--- src/hw/rtl/dpp_pkg.sv ---
// Shared constants and types for the decimal pair parser and its arithmetic unit.
package dpp_pkg;

    // Width of the operands and of every arithmetic result.
    localparam int DATA_W = 32;
    // Iteration counter width for the bit-serial multiply and divide.
    localparam int CNT_W  = $clog2(DATA_W);

    localparam logic [7:0] CHAR_0     = 8'h30;
    localparam logic [7:0] CHAR_9     = 8'h39;
    localparam logic [7:0] CHAR_SPACE = 8'h20;
    localparam logic [7:0] CHAR_TAB   = 8'h09;
    localparam logic [7:0] CHAR_MINUS = 8'h2D;
    localparam logic [7:0] CHAR_PLUS  = 8'h2B;

    // Parser phases within one line.
    typedef enum logic [2:0] {
        PH_AWAIT1,
        PH_SIGN1,
        PH_DIG1,
        PH_AWAIT2,
        PH_SIGN2,
        PH_DIG2,
        PH_TRAIL,
        PH_ERROR
    } t_phase;

    // Arithmetic sequencer states.
    typedef enum logic [2:0] {
        S_IDLE,
        S_NEG,
        S_SETUP,
        S_ITER,
        S_DONE
    } t_alu_state;

endpackage

--- src/hw/rtl/decimal_pair_parser_alu_unit.sv ---
// Decimal pair parser with a bit-serial multiply and divide unit.
// Sequence: a character word is parsed in the cycle it is accepted; an end-of-line word gives
//   its result word on m_axis after the states S_NEG and S_SETUP, the 32 divide/multiply steps
//   of S_ITER, and S_DONE, which loads the output register once the output is no longer held.
// Throughput: one character word per cycle; after an end-of-line word the input is closed
//   until the shared serial unit has finished, which gives one quotient and product bit per cycle.
// Reset: i_rst_n is synchronous, active low; it returns the parser to the start of a line,
//   idles the arithmetic unit and empties the output register.
module decimal_pair_parser_alu_unit (
    input  logic         i_clk,
    input  logic         i_rst_n,
    input  logic         s_axis_tvalid,
    output logic         s_axis_tready,
    input  logic [7:0]   s_axis_tdata,  // [7:0] char_code
    input  logic         s_axis_tlast,  // end_of_line
    output logic         m_axis_tvalid,
    input  logic         m_axis_tready,
    // [31:0] sum, [63:32] difference, [95:64] product, [127:96] quotient,
    // [159:128] remainder
    output logic [159:0] m_axis_tdata,
    output logic [1:0]   m_axis_tuser   // [0] line_ok, [1] divide_by_zero
);
    import dpp_pkg::*;

    localparam logic [CNT_W-1:0] CNT_LAST = CNT_W'(DATA_W - 1);

    // Parser state. It follows the characters of one line and keeps the first operand
    // and the digits of the number in progress.
    t_phase              r_phase,  n_phase;
    logic [DATA_W-1:0]   r_first,  n_first;
    logic [DATA_W-1:0]   r_acc,    n_acc;
    logic                r_neg,    n_neg;

    // Arithmetic sequencer state.
    t_alu_state          r_alu_state, n_alu_state;
    logic [CNT_W-1:0]    r_cnt,    n_cnt;
    logic                r_out_valid, n_out_valid;

    // Operands captured at the end of a line.
    logic [DATA_W-1:0]   r_a,      n_a;
    logic [DATA_W-1:0]   r_b,      n_b;
    logic                r_b_neg,  n_b_neg;
    logic                r_ok,     n_ok;
    logic                r_zero,   n_zero;
    logic                r_sign_a, n_sign_a;
    logic                r_sign_b, n_sign_b;
    logic [DATA_W-1:0]   r_sum,    n_sum;
    logic [DATA_W-1:0]   r_diff,   n_diff;

    // Shift registers of the serial multiplier and the restoring divider.
    logic [DATA_W-1:0]   r_mul_a,  n_mul_a;
    logic [DATA_W-1:0]   r_mul_b,  n_mul_b;
    logic [DATA_W-1:0]   r_prod,   n_prod;
    logic [DATA_W-1:0]   r_div_q,  n_div_q;
    logic [DATA_W-1:0]   r_div_d,  n_div_d;
    logic [DATA_W-1:0]   r_rem,    n_rem;

    logic [159:0]        r_out_data, n_out_data;
    logic [1:0]          r_out_user, n_out_user;

    // Helper terms.
    logic                in_fire;
    logic                is_numeral;
    logic                is_blank;
    logic                is_sign;
    logic                is_minus;
    logic [DATA_W-1:0]   acc_next;
    logic [DATA_W-1:0]   signed_val;
    logic [DATA_W:0]     rem_shift;
    logic [DATA_W:0]     rem_trial;
    logic [DATA_W-1:0]   quo_fix;
    logic [DATA_W-1:0]   rem_fix;
    logic                div_ok;

    assign s_axis_tready = (r_alu_state == S_IDLE);
    assign in_fire       = s_axis_tvalid && s_axis_tready;
    assign m_axis_tvalid = r_out_valid;
    assign m_axis_tdata  = r_out_data;
    assign m_axis_tuser  = r_out_user;

    always_comb begin
        is_numeral = (s_axis_tdata inside {[CHAR_0:CHAR_9]});
        is_blank = (s_axis_tdata == CHAR_SPACE) || (s_axis_tdata == CHAR_TAB);
        is_minus = (s_axis_tdata == CHAR_MINUS);
        is_sign  = is_minus || (s_axis_tdata == CHAR_PLUS);
        // Times ten as two shifted copies, plus the digit in the low nibble of its code.
        acc_next   = (r_acc << 3) + (r_acc << 1) + DATA_W'(s_axis_tdata[3:0]);
        signed_val = r_neg ? (DATA_W'(0) - r_acc) : r_acc;

        // One restoring divide step: bring down the next dividend bit, try a subtract.
        rem_shift = {r_rem, r_div_q[DATA_W-1]};
        rem_trial = rem_shift - {1'b0, r_div_d};

        // Signs go back on at the end; quotient wraps for the minimum over minus one.
        quo_fix = (r_sign_a ^ r_sign_b) ? (DATA_W'(0) - r_div_q) : r_div_q;
        rem_fix = r_sign_a ? (DATA_W'(0) - r_rem) : r_rem;
        div_ok  = r_ok && !r_zero;
    end

    // Next state of the parser and of the arithmetic sequencer.
    always_comb begin
        n_phase     = r_phase;
        n_first     = r_first;
        n_acc       = r_acc;
        n_neg       = r_neg;
        n_alu_state = r_alu_state;
        n_cnt       = r_cnt;
        n_out_valid = r_out_valid;
        n_a         = r_a;
        n_b         = r_b;
        n_b_neg     = r_b_neg;
        n_ok        = r_ok;
        n_zero      = r_zero;
        n_sign_a    = r_sign_a;
        n_sign_b    = r_sign_b;
        n_sum       = r_sum;
        n_diff      = r_diff;
        n_mul_a     = r_mul_a;
        n_mul_b     = r_mul_b;
        n_prod      = r_prod;
        n_div_q     = r_div_q;
        n_div_d     = r_div_d;
        n_rem       = r_rem;
        n_out_data  = r_out_data;
        n_out_user  = r_out_user;

        if (m_axis_tready) begin
            n_out_valid = 1'b0;
        end

        if (in_fire && !s_axis_tlast) begin
            case (r_phase)
                PH_AWAIT1, PH_AWAIT2: begin
                    if (is_sign || is_numeral) begin
                        n_neg = is_minus;
                        if (is_sign) begin
                            n_acc   = '0;
                            n_phase = (r_phase == PH_AWAIT1) ? PH_SIGN1 : PH_SIGN2;
                        end else begin
                            n_acc   = DATA_W'(s_axis_tdata[3:0]);
                            n_phase = (r_phase == PH_AWAIT1) ? PH_DIG1 : PH_DIG2;
                        end
                    end else if (!is_blank) begin
                        n_phase = PH_ERROR;
                    end
                end
                PH_SIGN1, PH_SIGN2: begin
                    if (is_numeral) begin
                        n_acc   = acc_next;
                        n_phase = (r_phase == PH_SIGN1) ? PH_DIG1 : PH_DIG2;
                    end else begin
                        n_phase = PH_ERROR;
                    end
                end
                PH_DIG1: begin
                    if (is_numeral) begin
                        n_acc = acc_next;
                    end else if (is_blank) begin
                        n_first = signed_val;
                        n_phase = PH_AWAIT2;
                    end else if (is_sign) begin
                        // The second number starts right after the first one's digits.
                        n_first = signed_val;
                        n_acc   = '0;
                        n_neg   = is_minus;
                        n_phase = PH_SIGN2;
                    end else begin
                        n_phase = PH_ERROR;
                    end
                end
                PH_DIG2: begin
                    if (is_numeral) begin
                        n_acc = acc_next;
                    end else if (is_blank) begin
                        n_phase = PH_TRAIL;
                    end else begin
                        n_phase = PH_ERROR;
                    end
                end
                PH_TRAIL: begin
                    if (!is_blank) begin
                        n_phase = PH_ERROR;
                    end
                end
                default: begin
                    n_phase = PH_ERROR;
                end
            endcase
        end

        case (r_alu_state)
            S_IDLE: begin
                if (in_fire && s_axis_tlast) begin
                    // Hand the line over to the arithmetic unit and start a new line.
                    n_a         = r_first;
                    n_b         = r_acc;
                    n_b_neg     = r_neg;
                    n_ok        = (r_phase == PH_DIG2) || (r_phase == PH_TRAIL);
                    n_phase     = PH_AWAIT1;
                    n_first     = '0;
                    n_acc       = '0;
                    n_neg       = 1'b0;
                    n_alu_state = S_NEG;
                end
            end
            S_NEG: begin
                n_b         = r_b_neg ? (DATA_W'(0) - r_b) : r_b;
                n_alu_state = S_SETUP;
            end
            S_SETUP: begin
                n_sum       = r_a + r_b;
                n_diff      = r_a - r_b;
                n_zero      = (r_b == '0);
                n_sign_a    = r_a[DATA_W-1];
                n_sign_b    = r_b[DATA_W-1];
                n_div_q     = r_a[DATA_W-1] ? (DATA_W'(0) - r_a) : r_a;
                n_div_d     = r_b[DATA_W-1] ? (DATA_W'(0) - r_b) : r_b;
                n_rem       = '0;
                n_mul_a     = r_a;
                n_mul_b     = r_b;
                n_prod      = '0;
                n_cnt       = CNT_LAST;
                n_alu_state = S_ITER;
            end
            S_ITER: begin
                if (r_mul_b[0]) begin
                    n_prod = r_prod + r_mul_a;
                end
                n_mul_a = r_mul_a << 1;
                n_mul_b = r_mul_b >> 1;
                if (!rem_trial[DATA_W]) begin
                    n_rem   = rem_trial[DATA_W-1:0];
                    n_div_q = {r_div_q[DATA_W-2:0], 1'b1};
                end else begin
                    n_rem   = rem_shift[DATA_W-1:0];
                    n_div_q = {r_div_q[DATA_W-2:0], 1'b0};
                end
                n_cnt = r_cnt - CNT_W'(1);
                if (r_cnt == '0) begin
                    n_alu_state = S_DONE;
                end
            end
            S_DONE: begin
                // Wait until the output register is free, then load it.
                if (!r_out_valid || m_axis_tready) begin
                    n_out_valid = 1'b1;
                    n_out_user  = {r_ok && r_zero, r_ok};
                    n_out_data  = {div_ok ? rem_fix : DATA_W'(0),
                                   div_ok ? quo_fix : DATA_W'(0),
                                   r_ok   ? r_prod  : DATA_W'(0),
                                   r_ok   ? r_diff  : DATA_W'(0),
                                   r_ok   ? r_sum   : DATA_W'(0)};
                    n_alu_state = S_IDLE;
                end
            end
            default: begin
                n_alu_state = S_IDLE;
            end
        endcase
    end

    // Control state.
    always_ff @(posedge i_clk) begin
        if (!i_rst_n) begin
            r_phase     <= PH_AWAIT1;
            r_first     <= '0;
            r_acc       <= '0;
            r_neg       <= 1'b0;
            r_alu_state <= S_IDLE;
            r_out_valid <= 1'b0;
        end else begin
            r_phase     <= n_phase;
            r_first     <= n_first;
            r_acc       <= n_acc;
            r_neg       <= n_neg;
            r_alu_state <= n_alu_state;
            r_out_valid <= n_out_valid;
        end
    end

    // Datapath registers.
    always_ff @(posedge i_clk) begin
        r_cnt      <= n_cnt;
        r_a        <= n_a;
        r_b        <= n_b;
        r_b_neg    <= n_b_neg;
        r_ok       <= n_ok;
        r_zero     <= n_zero;
        r_sign_a   <= n_sign_a;
        r_sign_b   <= n_sign_b;
        r_sum      <= n_sum;
        r_diff     <= n_diff;
        r_mul_a    <= n_mul_a;
        r_mul_b    <= n_mul_b;
        r_prod     <= n_prod;
        r_div_q    <= n_div_q;
        r_div_d    <= n_div_d;
        r_rem      <= n_rem;
        r_out_data <= n_out_data;
        r_out_user <= n_out_user;
    end

    // An accepted end-of-line word always starts the arithmetic sequence.
    a_eol_starts: assert property (@(posedge i_clk) disable iff (!i_rst_n)
        (in_fire && s_axis_tlast) |=> (r_alu_state == S_NEG))
        else $error("end-of-line word did not start the arithmetic unit");

    // The last serial step leads to the finishing state.
    a_iter_ends: assert property (@(posedge i_clk) disable iff (!i_rst_n)
        (r_alu_state == S_ITER && r_cnt == '0) |=> (r_alu_state == S_DONE))
        else $error("serial unit ran past its last step");

    // A divide-by-zero flag only comes with a well-formed line.
    a_dbz_ok: assert property (@(posedge i_clk) disable iff (!i_rst_n)
        (m_axis_tvalid && m_axis_tuser[1]) |-> m_axis_tuser[0])
        else $error("divide-by-zero flagged on a malformed line");

    // A malformed line gives an all-zero result.
    a_bad_zero: assert property (@(posedge i_clk) disable iff (!i_rst_n)
        (m_axis_tvalid && !m_axis_tuser[0]) |-> (m_axis_tdata == '0))
        else $error("malformed line gave nonzero results");

    // An accepted line ending returns the parser's state to the start of a line.
    a_parser_reset: assert property (@(posedge i_clk) disable iff (!i_rst_n)
        (in_fire && s_axis_tlast) |=> (r_phase == PH_AWAIT1 && r_acc == '0 && !r_neg))
        else $error("parser not returned to line start");

endmodule
--- config.mk ---
export PLATFORM = sky130hd
export DESIGN_NAME = decimal_pair_parser_alu_unit
export DESIGN_NICKNAME = d
export VERILOG_FILES = /design/src/hw/rtl/dpp_pkg.sv /design/src/hw/rtl/decimal_pair_parser_alu_unit.sv
export SDC_FILE = /design/constraint.sdc
export NUM_CORES = 1
export LEC_CHECK = 0
export BUFFER_PORTS_ARGS = -buffer_cell sky130_fd_sc_hd__buf_2
export CORE_MARGIN = 3
export CORE_UTILIZATION = 30
export CTS_CLUSTER_SIZE = 12
export DETAILED_ROUTE_END_ITERATION = 10
export SETUP_SLACK_MARGIN = 0.1
export SKIP_CTS_REPAIR_TIMING = 1
export SYNTH_ARGS = -nofsm -noshare
export SYNTH_HDL_FRONTEND = slang
export SYNTH_SLANG_ARGS = --single-unit
--- constraint.sdc ---
create_clock -name i_clk -period 6.5 [get_ports i_clk]
set_clock_uncertainty 0.15 [all_clocks]
set_input_delay 1.3 -clock i_clk [delete_from_list [all_inputs] [get_ports i_clk]]
set_output_delay 1.3 -clock i_clk [all_outputs]
set_load 0.05 [all_outputs]
==> summary.txt <==
Ys Warns: 0
Final TNS setup: 0 ns
GR Overflow Total: 0
Max-slew headroom: 18.5%
largest net degree at the start of global routing: 95
initial cell density of the core: 30.4%
Setup violations, final: 0
PwrDens: 269 nW/um2
post-synthesis register bit count: 562
Post-Route WL: 93900 um
nets@finish: 3585
Syn-to-layout area delta: 13.9%
Buf/Inv on CP: 2
Total GRT Usage: 16.3%
crit-path cells: buf_2 > inv_1 > fa_1 > fa_1 > nor2b_1 > o21ai_0 > a21o_1 > a21boi_0 > a21oi_1 > o311ai_1 > a21oi_1 > or4_1 > nand3_1
CTS tree: built
initial antenna violation count: 2
pins over their slew limit: 0
Post-DP HPWL: 68300 um
Antenna Nets Post-Route: 0
f_max: 224 MHz
clk sinks: 562
Mapped Area: 32700 um2
Final Hold Fails: 0
Initial DRC Count: 1942
wire per inst: 19.4 um
Total Die Area: 113000 um2
Num CTS Buffers: 66
Post-synth top cells: edfxtp_1, nand2_1, o21ai_0
top cells by area, synth: edfxtp_1, ha_1, xnor2_1, nand2_1, dfxtp_1
Synth top area share: 45.0%
Die W: 336 um
Final period util: 68.5%
Worst Tran Pin Value: 1.22 ns
Clk Latency, worst-skew pair: 0.62 ns
RSZ-0062 raised after global routing: no
Synth Instances: 3244
final setup margin: 2.05 ns
FFs w/ async S/R, synth: 0%
most common cell in the netlist: edfxtp_1
Final Wtd Congestion: 0.922
HP Class: reg2reg
Worst Path Arrival: 4.86 ns
Critical Path RT: 6.91 ns
core footprint: 108000 um2
Worst-path clk slew: 0.06 ns
number of max-cap violations: 0
Die Y: 336 um
Post-synth EDFFs: 490
Post-synth top flop: edfxtp_1
CP max stage cell: o311ai_1
CP top delay family: compound AO/OA/AOI/OAI gates
I/O Pins: 177
Buffers on Ports: 176
CP startpoint kind: input pin
Setup CP Type: in2reg
deepest clock path buffer count: 3
Avg Cell Area, Syn: 10.1 um2
peak supply drop: 0.182 mV
layout cell share with drive strength beyond 1: 10.1%
crit path max fanout: 4
DR DRC count: 0
drt pass-1 iters: 5
cell taking the most area after synthesis: edfxtp_1
dpl ws: 1.43 ns
# H-tree levels: 3
outcome: completed
first-pass GRT wire length: 144000 um
Leak: 14.1 nW
Core Rows: 120
syn nets: 3453
Unique masters post-synth: 82
endpoint class of the critical path: register
# fillers: 10749
root buffer cell: clkbuf_16
vias in the first global route: 23934
fin crit period: 4.45 ns
crit-path max cell delay: 0.65 ns
routed via count: 24577
DR vias/cell: 5.09
sequential area share after synthesis: 49.4%
-- worst reg2reg max path, delay by kind of cell, from the launching register on --
| kind | cells | cell delay [ns] |
|---|---|---|
| flip-flops | 1 | 0.61 |
| AO/OA/AOI/OAI | 5 | 1.84 |
| adder cells (fa/ha/maj) | 1 | 0.70 |
| AND/OR/NAND/NOR | 3 | 0.63 |
| XOR/XNOR | 1 | 0.16 |
-- placed cells by master, fill, tap and decap left out, drive strengths merged, types with 19 or more instances in the layout --
cell type  count
mux2i         28
and3          20
o21ai        227
a31oi         19
o31ai         43
buf          201
a21o          63
inv          165
clkinv        26
nor2         222
or3           30
xor2          93
nor3          73
xnor2        196
o21a          25
dfxtp         72
nand3         42
nor2b         35
nand2b        39
nor4          25
a21oi        209
ha           190
edfxtp       490
or4           26
clkbuf        80
o21bai        37
nand4         26
nand2        413
and2         112
-- state kept, by name, summed over array words and instances (netlist names), 3 cells and up --
register	cells
r_alu_state	3
r_prod	32
r_a	32
r_mul_b	32
r_mul_a	32
r_rem	32
r_div_d	32
r_diff	31
r_acc	32
r_div_q	32
r_sum	32
r_phase	3
r_first	32
m_axis_tdata	159
r_cnt	5
r_b	32
-- kinds of logic (layout without fill, tap and decap cells) --
group / after synthesis / in the layout / synth area share, %
AO/OA/AOI/OAI: 768 / 768 / 14.6
XOR/XNOR: 289 / 289 / 7.74
adder cells (fa/ha/maj): 196 / 196 / 7.63
buffers and inverters: 299 / 480 / 3.46
flip-flops: 562 / 562 / 49.4
multiplexers: 32 / 32 / 0.994
other: 0 / 2 / 0
AND/OR/NAND/NOR: 1098 / 1098 / 16.2
-- power by group --
| group | switching (W) | total (W) | leakage, nW | internal, W |
|---|---|---|---|---|
| clock network | 0.00153 | 0.00376 | 1.07 | 0.00223 |
| registers | 0.000219 | 0.00446 | 5.12 | 0.00424 |
| logic | 0.00113 | 0.00181 | 7.94 | 0.000679 |
| total | 0.00288 | 0.0100 | 14.1 | 0.00715 |
-- metrics by stage --
| step | hold WS [ns] | area (um2) | total power, W | std cells | utilization, % |
|---|---|---|---|---|---|
| final | 0.279 | 37300 | 0.0100 | 4830 | 34.6 |
| after detailed placement | 0.265 | 35100 | 0.00633 | 4711 | 32.6 |
| after global placement | 0.262 | 35100 | 0.00632 | 4711 | 32.6 |
| after CTS | 0.279 | 37300 | 0.0101 | 4828 | 34.6 |
| after global routing | 0.287 | 37300 | 0.0105 | 4828 | 34.6 |
| after floorplan | 0.258 | 32700 | 0.00580 | 3244 | - |
-- layout make-up --
class                   instances  area [um2]  area share [%]
diodes                          2        5.00          0.0134
clock buffers                  80        1770            4.74
clock inverters                37         407            1.09
inverters                     162         611            1.64
multi-input cells            2383       15500            41.5
flip-flops and latches        562       16200            43.4
well taps                    1403        1760            4.71
repair buffers                201        1080            2.90
-- layer usage --
| metal | global-route usage [%] | up-vias | wire length [um] |
|---|---|---|---|
| li1 | - | 11929 | - |
| met1 | 21.5 | 11877 | 41400 |
| met2 | 27.2 | 648 | 44200 |
| met3 | 2.82 | 123 | 5570 |
| met4 | 5.49 | 0 | 2800 |
| met5 | 0 | - | 0 |
-- path summary, 6_finish.rpt --
| kind | start | endpoint | slack (ns) | cells past startpoint |
|---|---|---|---|---|
| hold / removal | r_first[15] | r_a[15] | 0.28 | 0 |
| setup reg to reg | r_a[14] | r_sum[28] | 2.15 | 10 |
| hold reg to reg | r_first[15] | r_a[15] | 0.28 | 0 |
| setup / recovery | s_axis_tdata[3] | r_acc[30] | 2.05 | 13 |
Note: power is estimated with default switching activity, not from simulation.
